===== src/design/csbr_pkg.sv =====
// Shared types and constants for the counted serial byte receiver.
// No dependencies; imported by the top level and its checker.
`timescale 1ns / 1ps
`default_nettype none

package csbr_pkg;

    localparam int unsigned DATA_BITS  = 8;
    localparam int unsigned CNT_W      = 4;
    localparam int unsigned BYTE_W     = 8;
    localparam int unsigned PHASE_W    = 3;
    localparam int unsigned S_TDATA_W  = 8;
    localparam int unsigned M_TDATA_W  = 24;

    // Output field positions in m_tdata
    localparam int unsigned RX_LSB     = 0;
    localparam int unsigned PHASE_LSB  = RX_LSB + BYTE_W;
    localparam int unsigned REM_LSB    = PHASE_LSB + PHASE_W;
    localparam int unsigned PAD_W      = M_TDATA_W - REM_LSB - BYTE_W;

    localparam logic [BYTE_W-1:0]  MSB_MASK      = 8'h80;
    localparam logic [CNT_W-1:0]   BIT_LOAD      = 4'(DATA_BITS);
    localparam logic [BYTE_W-1:0]  BYTE_COUNT_RST = 8'd1;

    localparam logic [PHASE_W-1:0] PHASE_WAIT_CODE = 3'd0;
    localparam logic [PHASE_W-1:0] PHASE_DATA_CODE = 3'd1;
    localparam logic [PHASE_W-1:0] PHASE_STOP_CODE = 3'd2;
    localparam logic [PHASE_W-1:0] PHASE_DONE_CODE = 3'd3;
    localparam logic [PHASE_W-1:0] PHASE_ERR_CODE  = 3'd4;

    localparam logic MODE_SAMPLE  = 1'b0;
    localparam logic MODE_RESTART = 1'b1;

    typedef enum logic [4:0] {
        PH_WAIT = 5'b00001,
        PH_DATA = 5'b00010,
        PH_STOP = 5'b00100,
        PH_DONE = 5'b01000,
        PH_ERR  = 5'b10000
    } phase_t;

    function automatic logic [PHASE_W-1:0] phase_code(input phase_t ph);
        logic [PHASE_W-1:0] code;
        case (ph)
            PH_WAIT: code = PHASE_WAIT_CODE;
            PH_DATA: code = PHASE_DATA_CODE;
            PH_STOP: code = PHASE_STOP_CODE;
            PH_DONE: code = PHASE_DONE_CODE;
            default: code = PHASE_ERR_CODE;
        endcase
        return code;
    endfunction

endpackage

`default_nettype wire


===== src/design/counted_serial_byte_receiver.sv =====
// The result of an accepted request is written into the output register.
// Throughput: one request per cycle while the output is not stalled; the state update is a single registered pass.
// A new request is taken while the held result is being read out (m_tready high).
// Reset (rst_n low, asynchronous): phase wait-start, byte count and bytes left 1,
// output register empty.
`timescale 1ns / 1ps
`default_nettype none

module counted_serial_byte_receiver
    import csbr_pkg::*;
(
    input  wire logic                 clk,
    input  wire logic                 rst_n,
    input  wire logic                 cfg_wen,
    input  wire logic [BYTE_W-1:0]    cfg_wdata,      // byte_count
    input  wire logic                 s_tvalid,
    output logic                      s_tready,
    input  wire logic [S_TDATA_W-1:0] s_tdata,        // [0] line_level, rest zero
    input  wire logic                 s_tuser,        // [0] mode
    output logic                      m_tvalid,
    input  wire logic                 m_tready,
    output logic [M_TDATA_W-1:0]      m_tdata,        // [7:0] received_byte,
                                                      // [10:8] phase,
                                                      // [18:11] bytes_remaining
    output logic                      m_tuser         // [0] byte_valid
);

    logic [BYTE_W-1:0]  byte_count_reg;
    phase_t             phase_reg, phase_next;
    logic [CNT_W-1:0]   bit_cnt_reg, bit_cnt_next;
    logic [BYTE_W-1:0]  shift_reg, shift_next;
    logic [BYTE_W-1:0]  left_reg, left_next;
    logic               valid_next;
    logic [BYTE_W-1:0]  rx_next;

    logic               m_valid_reg;
    logic               m_user_reg;
    logic [M_TDATA_W-1:0] m_data_reg;

    logic               s_accept;
    logic               line_high;

    assign s_tready  = !m_valid_reg || m_tready;
    assign s_accept  = s_tvalid && s_tready;
    assign line_high = s_tdata[0];

    always_comb
    begin
        phase_next   = phase_reg;
        bit_cnt_next = bit_cnt_reg;
        shift_next   = shift_reg;
        left_next    = left_reg;
        valid_next   = 1'b0;
        rx_next      = '0;
        if (s_tuser == MODE_RESTART)
        begin
            // reload, saturating a zero count to one
            left_next  = (byte_count_reg == '0) ? BYTE_COUNT_RST : byte_count_reg;
            phase_next = PH_WAIT;
        end
        else
        begin
            case (phase_reg)
                PH_WAIT:
                begin
                    if (!line_high)
                    begin
                        phase_next   = PH_DATA;
                        bit_cnt_next = BIT_LOAD;
                        shift_next   = '0;
                    end
                end
                PH_DATA:
                begin
                    shift_next = (shift_reg >> 1) | (line_high ? MSB_MASK : '0);
                    if (bit_cnt_reg <= CNT_W'(1))
                    begin
                        bit_cnt_next = '0;
                        valid_next   = 1'b1;
                        rx_next      = shift_next;
                        if (left_reg != '0)
                        begin
                            left_next = left_reg - BYTE_W'(1);
                        end
                        phase_next = PH_STOP;
                    end
                    else
                    begin
                        bit_cnt_next = bit_cnt_reg - CNT_W'(1);
                    end
                end
                PH_STOP:
                begin
                    if (line_high)
                    begin
                        phase_next = (left_reg == '0) ? PH_DONE : PH_WAIT;
                    end
                    else
                    begin
                        phase_next = PH_ERR;
                    end
                end
                default:
                begin
                    // done and error are sticky until a restart
                    phase_next = phase_reg;
                end
            endcase
        end
    end

    always_ff @(posedge clk or negedge rst_n)
    begin
        if (!rst_n)
        begin
            byte_count_reg <= BYTE_COUNT_RST;
        end
        else if (cfg_wen)
        begin
            byte_count_reg <= cfg_wdata;
        end
    end

    always_ff @(posedge clk or negedge rst_n)
    begin
        if (!rst_n)
        begin
            phase_reg   <= PH_WAIT;
            bit_cnt_reg <= '0;
            shift_reg   <= '0;
            left_reg    <= BYTE_COUNT_RST;
        end
        else if (s_accept)
        begin
            phase_reg   <= phase_next;
            bit_cnt_reg <= bit_cnt_next;
            shift_reg   <= shift_next;
            left_reg    <= left_next;
        end
    end

    always_ff @(posedge clk or negedge rst_n)
    begin
        if (!rst_n)
        begin
            m_valid_reg <= 1'b0;
        end
        else if (s_accept)
        begin
            m_valid_reg <= 1'b1;
        end
        else if (m_tready)
        begin
            m_valid_reg <= 1'b0;
        end
    end

    // hold the result until it is taken
    always_ff @(posedge clk)
    begin
        if (s_accept)
        begin
            m_user_reg <= valid_next;
            m_data_reg <= {{PAD_W{1'b0}}, left_next, phase_code(phase_next), rx_next};
        end
    end

    assign m_tvalid = m_valid_reg;
    assign m_tuser  = m_user_reg;
    assign m_tdata  = m_data_reg;

endmodule

`default_nettype wire


===== config.mk =====
export PLATFORM = sky130hd
export DESIGN_NAME = counted_serial_byte_receiver
export DESIGN_NICKNAME = d
export VERILOG_FILES = /design/src/design/csbr_pkg.sv /design/src/design/counted_serial_byte_receiver.sv
export SDC_FILE = /design/constraint.sdc
export NUM_CORES = 1
export LEC_CHECK = 0
export BUFFER_PORTS_ARGS = -buffer_cell sky130_fd_sc_hd__clkbuf_2
export CORE_ASPECT_RATIO = 1.75
export CORE_MARGIN = 4
export CORE_UTILIZATION = 45
export DETAILED_ROUTE_END_ITERATION = 16
export PLACE_DENSITY = 0.69
export SLEW_MARGIN = 20
export SYNTH_ARGS = -nofsm -noshare
export SYNTH_HDL_FRONTEND = slang
export SYNTH_SLANG_ARGS = --single-unit

===== constraint.sdc =====
create_clock -name clk -period 4.81 [get_ports clk]
set_input_delay 0.2405 -clock clk [delete_from_list [all_inputs] [get_ports clk]]
set_output_delay 0.2405 -clock clk [all_outputs]
set_load 0.05 [all_outputs]

==> results.py, run 1 <==
metrics = {
    "clocking": {
        "cts_resized": 0,
        "cts.path.max_buffers": 2,
        "cts-hold-fix-buffers": 0,
        "cts.reportedPaths.clkPinSlew_ps": 110,
        "cts.sinks": 53,
        "cts_made_buffers": 5,
        "post_cts_buffers": 0,
        "clkLatencyLatePin_ps": 320,
        "cts_tree": "done",
        "root_buffer": "clkbuf_8",
        "cts_htree_levels": 2,
    },
    "timing": {
        "rsz0062_at_grt": "false",
        "setup_viol": 0,
        "fin_crit_ps": 2510,
        "fmax_mhz": 399,
        "slew_headroom": 0.356,
        "hold_violations": 0,
        "slew_violations": 0,
        "timing.final.crit_share": 0.521,
        "setup_tns_ps": 0,
        "fin_skew_ps": 10.7,
        "worst_pin_slew_ps": 965,
    },
    "worst_setup_path": {
        "crit_chain": "inv_1, ha_1, or3b_2, nor3_1, nor2_1, mux2i_1, mux2_2",
        "path_buf_inv": 1,
        "cp_slowest_stage_delay_ps": 500,
        "crit_family": "simple AND/OR/NAND/NOR gates",
        "crit_fanout": 5,
        "r2r_slack_ps": 2300,
        "endpoint_kind": "flop",
        "critPathLaunchType": "flop",
        "slowest_stage": "or3b_2",
        "crit_required_ps": 4880,
        "cp.arrival_ps": 2580,
        "criticalPathCategory": "flop to flop",
    },
    "route": {
        "met1_length_um": 2160,
        "wl_met2_um": 3190,
        "drtPass1Iterations": 4,
        "drcViolationCount": 0,
        "wirelength_um": 5790,
        "met3WireLength_um": 294,
        "drt-initial-drc-count": 66,
        "vias": 2143,
        "via_per_inst": 5.71,
        "routedWlPerCell_um": 15.4,
        "top_layer": "met4",
        "ant_nets": 0,
    },
    "finish": {
        "fin_nets": 321,
        "nFillCells": 575,
        "final_util": 0.516,
        "largest_reg_flops": 19,
        "syn_to_final_growth_pct": 11.2,
        "drive_above_1_share": 0.219,
        "final_cell_mix": "clkbuf_2 (36), nand2_1 (35), dfrtp_1 (30)",
        "layout_commonest_cell": "clkbuf_2",
        "final_area_mm2": 0.00306,
        "diodes": 0,
    },
    "placed_design": {
        "hpwl_um": 4270,
        "portBuffers": 36,
        "dpl-instance-area_mm2": 0.00296,
        "gp_congestion": 0.859,
    },
    "die": {
        "initial_core_util": 0.465,
        "io_pins": 49,
        "core_mm2": 0.00593,
        "die_w_um": 67.1,
        "fp-row-count": 37,
        "dieHeight_um": 111,
        "dieArea_mm2": 0.00748,
    },
    "grt": {
        "grt_pass1_wl_um": 9940,
        "grtUsageTotal": 0.171,
        "grt_pass1_vias": 2193,
        "grt-ovfl-total": 0,
        "antenna_found_initial": 0,
        "grt_max_degree": 34,
    },
    "min_path": {
        "hold_class": "input pin to async pin",
    },
    "logic_synthesis": {
        "ys_seq_area_frac": 0.520,
        "netlist_instances": 265,
        "syn_area_per_cell_um2": 10.4,
        "synth.distinct_cells": 56,
        "synth_flop_cell": "dfrtp_1",
        "yosysWarnings": 0,
        "synth_seq_cells": 53,
        "synth_area_mm2": 0.00275,
        "ys_async_sr_fraction": 0.623,
        "synth_edf_count": 20,
    },
    "job": {
        "maxCapViolations": 0,
    },
    "power": {
        "pwr_density_cell_mw_per_mm2": 388,
        "leakage_nw": 1.30,
        "peakVddDrop_mv": 0.241,
    },
    "outcome": {
        "status": "finished clean",
    },
}
-- area by class of cell --
cell class	instances	area [um^2]	share of cell area
tap	78	97.6	0.0319
timing repair buffer	36	180	0.0589
clock buffer	5	68.8	0.0225
inverter	8	30.0	0.00981
multi-input combinational	192	1220	0.400
clock inverter	3	28.8	0.00940
sequential	53	1430	0.467
-- through the flow --
| stage | total power, mW | setup slack [ps] | instances | hold WS, ps |
|---|---|---|---|---|
| 6_report | 1.19 | 2300 | 375 | 21.0 |
| 5_1_grt | 1.26 | 2110 | 375 | 72.7 |
| 4_1_cts | 1.20 | 2290 | 375 | 44.4 |
| 3_5_place_dp | 0.928 | 2170 | 367 | 398 |
| 3_3_place_gp | 0.918 | 2230 | 367 | 380 |
| 2_1_floorplan | 0.848 | 2400 | 269 | -55.1 |
-- where the power goes --
part | switching [mW] | internal (mW)
logic | 0.211 | 0.112
registers | 0.0666 | 0.529
clock network | 0.158 | 0.109
total | 0.436 | 0.750
-- cell families (layout without fill, tap and decap cells) --
logic type | Yosys count | in the layout | share of synthesized area
AO/OA/AOI/OAI | 70 | 70 | 0.170
flip-flops | 53 | 53 | 0.520
AND/OR/NAND/NOR | 99 | 99 | 0.197
XOR/XNOR | 2 | 2 | 0.00636
multiplexers | 13 | 13 | 0.0514
adder cells (fa/ha/maj) | 3 | 3 | 0.0136
buffers and inverters | 24 | 52 | 0.0409
other | 1 | 5 | 0.00136
-- Yosys cell counts, drive strengths merged, types with 2 or more instances --
library cell	n	area, um^2
o21a	2	15.0
dfrtp	30	751
and3	11	68.8
a211oi	2	15.0
o41ai	4	35.0
a31oi	2	12.5
nand4	2	12.5
or4	3	26.3
o31ai	5	37.5
a22o	4	35.0
mux2i	4	40.0
ha	3	37.5
o21ai	24	120
nor3b	4	30.0
nand2b	3	18.8
a21oi	10	50.1
mux2	9	101
a22oi	2	15.0
o41a	2	22.5
inv	8	30.0
buf	7	48.8
nor3	6	41.3
xnor2	2	17.5
dfstp	3	78.8
nor4	7	58.8
a21boi	2	15.0
or3	3	23.8
nor2b	3	18.8
a21o	2	15.0
or2	2	12.5
nor2	14	52.6
clkbuf	9	33.8
nand2	36	138
edfxtp	20	601
-- worst paths after layout --
kind / from / end / cells after the start
max reg2reg: left_reg[0] / m_tdata[12] / 7
min reg2reg: shift_reg[1] / shift_reg[1] / 2
min in group clk: cfg_wdata[4] / byte_count_reg[4] / 2
max: left_reg[0] / m_tdata[12] / 7
min: rst_n / byte_count_reg[2] / 1
max in group asynchronous: rst_n / left_reg[5] / 1
-- per-layer routing --
metal | global-route usage | up-vias
met3 | 0.0303 | 9
li1 | - | 1045
met1 | 0.188 | 1021
met2 | 0.296 | 68
met4 | 0.0976 | 0
met5 | 0 | -
Power figures use the tool's default switching activity.
==> inputs of run 2 (changes only) <==
ABC_AREA = 1   (was default)
clock period = 2.6 ns   (was 4.81 ns; I/O delays follow)
==> run 2 against run 1 <==
Non-clock buffer count grew 3. Sequential cell count is the same. Power grew 110%. Clock power grew 100%. Critical endpoint is now m_tdata[8]. Synthesized cell count grew 18%. Hold slack lost 5.4 ps. Via count shrank 0.89%. Routed wire length shrank 6.8%. Cell count grew 15%.
==> results.py, run 2 <==
metrics = {
    "timing": {
        "slew_violations": 0,
        "setup_viol": 0,
        "fin_crit_ps": 1940,
        "worst_pin_slew_ps": 876,
        "slew_headroom": 0.416,
        "fin_skew_ps": 9.48,
        "timing.final.crit_share": 0.748,
        "hold_violations": 0,
        "setup_tns_ps": 0,
        "fmax_mhz": 514,
        "rsz0062_at_grt": "false",
    },
    "finish": {
        "diodes": 0,
        "nFillCells": 578,
        "fin_nets": 378,
        "final_area_mm2": 0.00305,
        "final_cell_mix": "nand2_1 (72), inv_1 (39), clkbuf_2 (36)",
        "syn_to_final_growth_pct": 13.3,
        "drive_above_1_share": 0.215,
        "layout_commonest_cell": "nand2_1",
        "multi_input_area_mm2": 0.00102,
        "layoutNonFillerInstCount": 432,
        "largest_reg_flops": 19,
        "seq_area_mm2": 0.00143,
    },
    "grt": {
        "grt_max_degree": 34,
        "grtUsageTotal": 0.167,
        "antenna_found_initial": 0,
        "grt_pass1_wl_um": 9430,
        "grt-ovfl-total": 0,
        "grt_pass1_vias": 2119,
    },
    "die": {
        "dieHeight_um": 110,
        "fp-row-count": 37,
        "core_mm2": 0.00583,
        "die_w_um": 66.5,
        "io_pins": 49,
        "dieArea_mm2": 0.00733,
        "initial_core_util": 0.461,
    },
    "logic_synthesis": {
        "syn_area_per_cell_um2": 8.57,
        "yosysWarnings": 0,
        "yosys-top-cells-area": "dfrtp_1 (28%), edfxtp_1 (22%), nand2_1 (10%)",
        "ys_async_sr_fraction": 0.623,
        "synthTopCellsByCount": "nand2_1 (72), inv_1 (39), dfrtp_1 (30), nor2_1 (30), o21ai_0 (23)",
        "synth.top_cell.area_share": 0.279,
        "synth_area_mm2": 0.00269,
        "netlist_instances": 314,
        "ys_seq_area_frac": 0.531,
        "synth.distinct_cells": 33,
        "synth_top_cell_by_area": "dfrtp_1",
        "synth_flop_cell": "dfrtp_1",
        "synth_edf_count": 20,
        "yosysMostFrequentCell": "nand2_1",
        "synth_seq_cells": 53,
    },
    "power": {
        "netSwitchingFraction": 0.374,
        "seqPwrFrac": 0.452,
        "pwr_density_cell_mw_per_mm2": 817,
        "p_sw_mw": 0.932,
        "finalPower_mw": 2.49,
        "power_frac_comb": 0.332,
        "pwr-share-clk": 0.216,
        "leakage_nw": 1.44,
        "peakVddDrop_mv": 0.370,
        "internal_power_mw": 1.56,
    },
    "worst_setup_path": {
        "r2r_slack_ps": 660,
        "cp.arrival_ps": 2000,
        "r2r_cells": 10,
        "r2r_end": "m_tdata[8]",
        "crit_fanout": 15,
        "criticalPathCategory": "flop to flop",
        "endpoint_kind": "flop",
        "critPathLaunchType": "flop",
        "crit_required_ps": 2660,
        "rr_startpoint": "phase_reg[2]",
    },
    "clocking": {
        "cts.path.max_buffers": 2,
        "cts_tree": "done",
        "cts_made_buffers": 5,
        "cts_htree_levels": 2,
        "cts.reportedPaths.clkPinSlew_ps": 90,
        "root_buffer": "clkbuf_8",
        "cts.sinks": 53,
        "clkLatencyLatePin_ps": 310,
        "post_cts_buffers": 0,
    },
    "min_path": {
        "hold_end": "byte_count_reg[0]",
        "hold_class": "input pin to flop",
        "whs_path_depth": 3,
        "hp-start": "cfg_wdata[0]",
    },
    "route": {
        "ant_nets": 0,
        "routedWlPerCell_um": 12.5,
        "drt-initial-drc-count": 82,
        "drtPass1Iterations": 4,
        "vias": 2124,
        "drcViolationCount": 0,
        "wirelength_um": 5390,
        "via_per_inst": 4.92,
    },
    "placed_design": {
        "portBuffers": 36,
        "hpwl_um": 3990,
        "gp_congestion": 0.799,
        "dpl.cell_count": 423,
        "dpl-instance-area_mm2": 0.00293,
    },
    "outcome": {
        "status": "finished clean",
    },
    "job": {
        "maxCapViolations": 0,
    },
}
==> run 2: what timing repair did <==
item,CTS,global route
hold buffers,1,0
hold endpoints to repair,30,0
resized for setup,0,0
==> run 2: critical path: stages (launching register included) <==
cell and delay (ps):
dfrtp_1 430, nor2_4 200, nand2_2 80, nor2_4 310
nand2_2 140, a21oi_2 130, nand2_1 110, nand2_1 100
nor2_1 50, nand2_2 70, nand2_2 60
==> run 2: metrics by stage <==
| stage | util | hold slack [ps] | worst slack, ps |
|---|---|---|---|
| final | 0.523 | 15.6 | 655 |
| after floorplan | - | -166 | 88.9 |
| after CTS | 0.523 | 12.4 | 655 |
| after detailed placement | 0.502 | 293 | 666 |
| after global routing | 0.523 | 39.7 | 483 |
| after global placement | 0.502 | 278 | 721 |
==> run 2: kinds of logic after synthesis <==
kind of cell / after synthesis / synth area share
xor+xnor: 4 / 0.0130
fa+ha+maj: 3 / 0.0139
compound gates: 43 / 0.0902
flops: 53 / 0.531
other cells: 1 / 0.00139
simple gates: 151 / 0.257
buf+inv: 59 / 0.0934
==> run 2: power groups by stage <==
stage | Clock (mW) | Combinational, mW | Sequential [mW]
floorplan | 0 | 0.572 | 1.22
global placement | 0 | 0.809 | 1.14
detailed placement | 0 | 0.828 | 1.14
CTS | 0.550 | 0.835 | 1.13
global route | 0.588 | 0.945 | 1.14
finish | 0.537 | 0.828 | 1.13
==> run 2: how the worst max path moves through the flow <==
| stage | cells past startpoint | to | startpoint |
|---|---|---|---|
| 6_report | 10 | m_tdata[8] | phase_reg[2] |
| 5_1_grt | 10 | m_tdata[9] | phase_reg[2] |
| 4_1_cts | 10 | m_tdata[8] | phase_reg[2] |
| 3_5_place_dp | 9 | m_tdata[17] | bit_cnt_reg[0] |
| 3_3_place_gp | 9 | m_tdata[17] | bit_cnt_reg[0] |
| 2_1_floorplan | 4 | m_tdata[0] | m_tvalid |
==> run 2: cell type report <==
cell class                      instances  area share
Multi-Input combinational cell        206       0.336
Timing Repair Buffer                   39      0.0673
Clock buffer                            8      0.0365
Tap cell                               78      0.0320
Sequential cell                        53       0.469
Inverter                               48      0.0591
==> run 2: layer usage <==
metal  wire (um)  share of wire  global-route usage
met5           0              0                   0
met4         153          0.028              0.0727
met3         226          0.042              0.0254
met2        3020           0.56               0.315
met1        1990           0.37               0.178
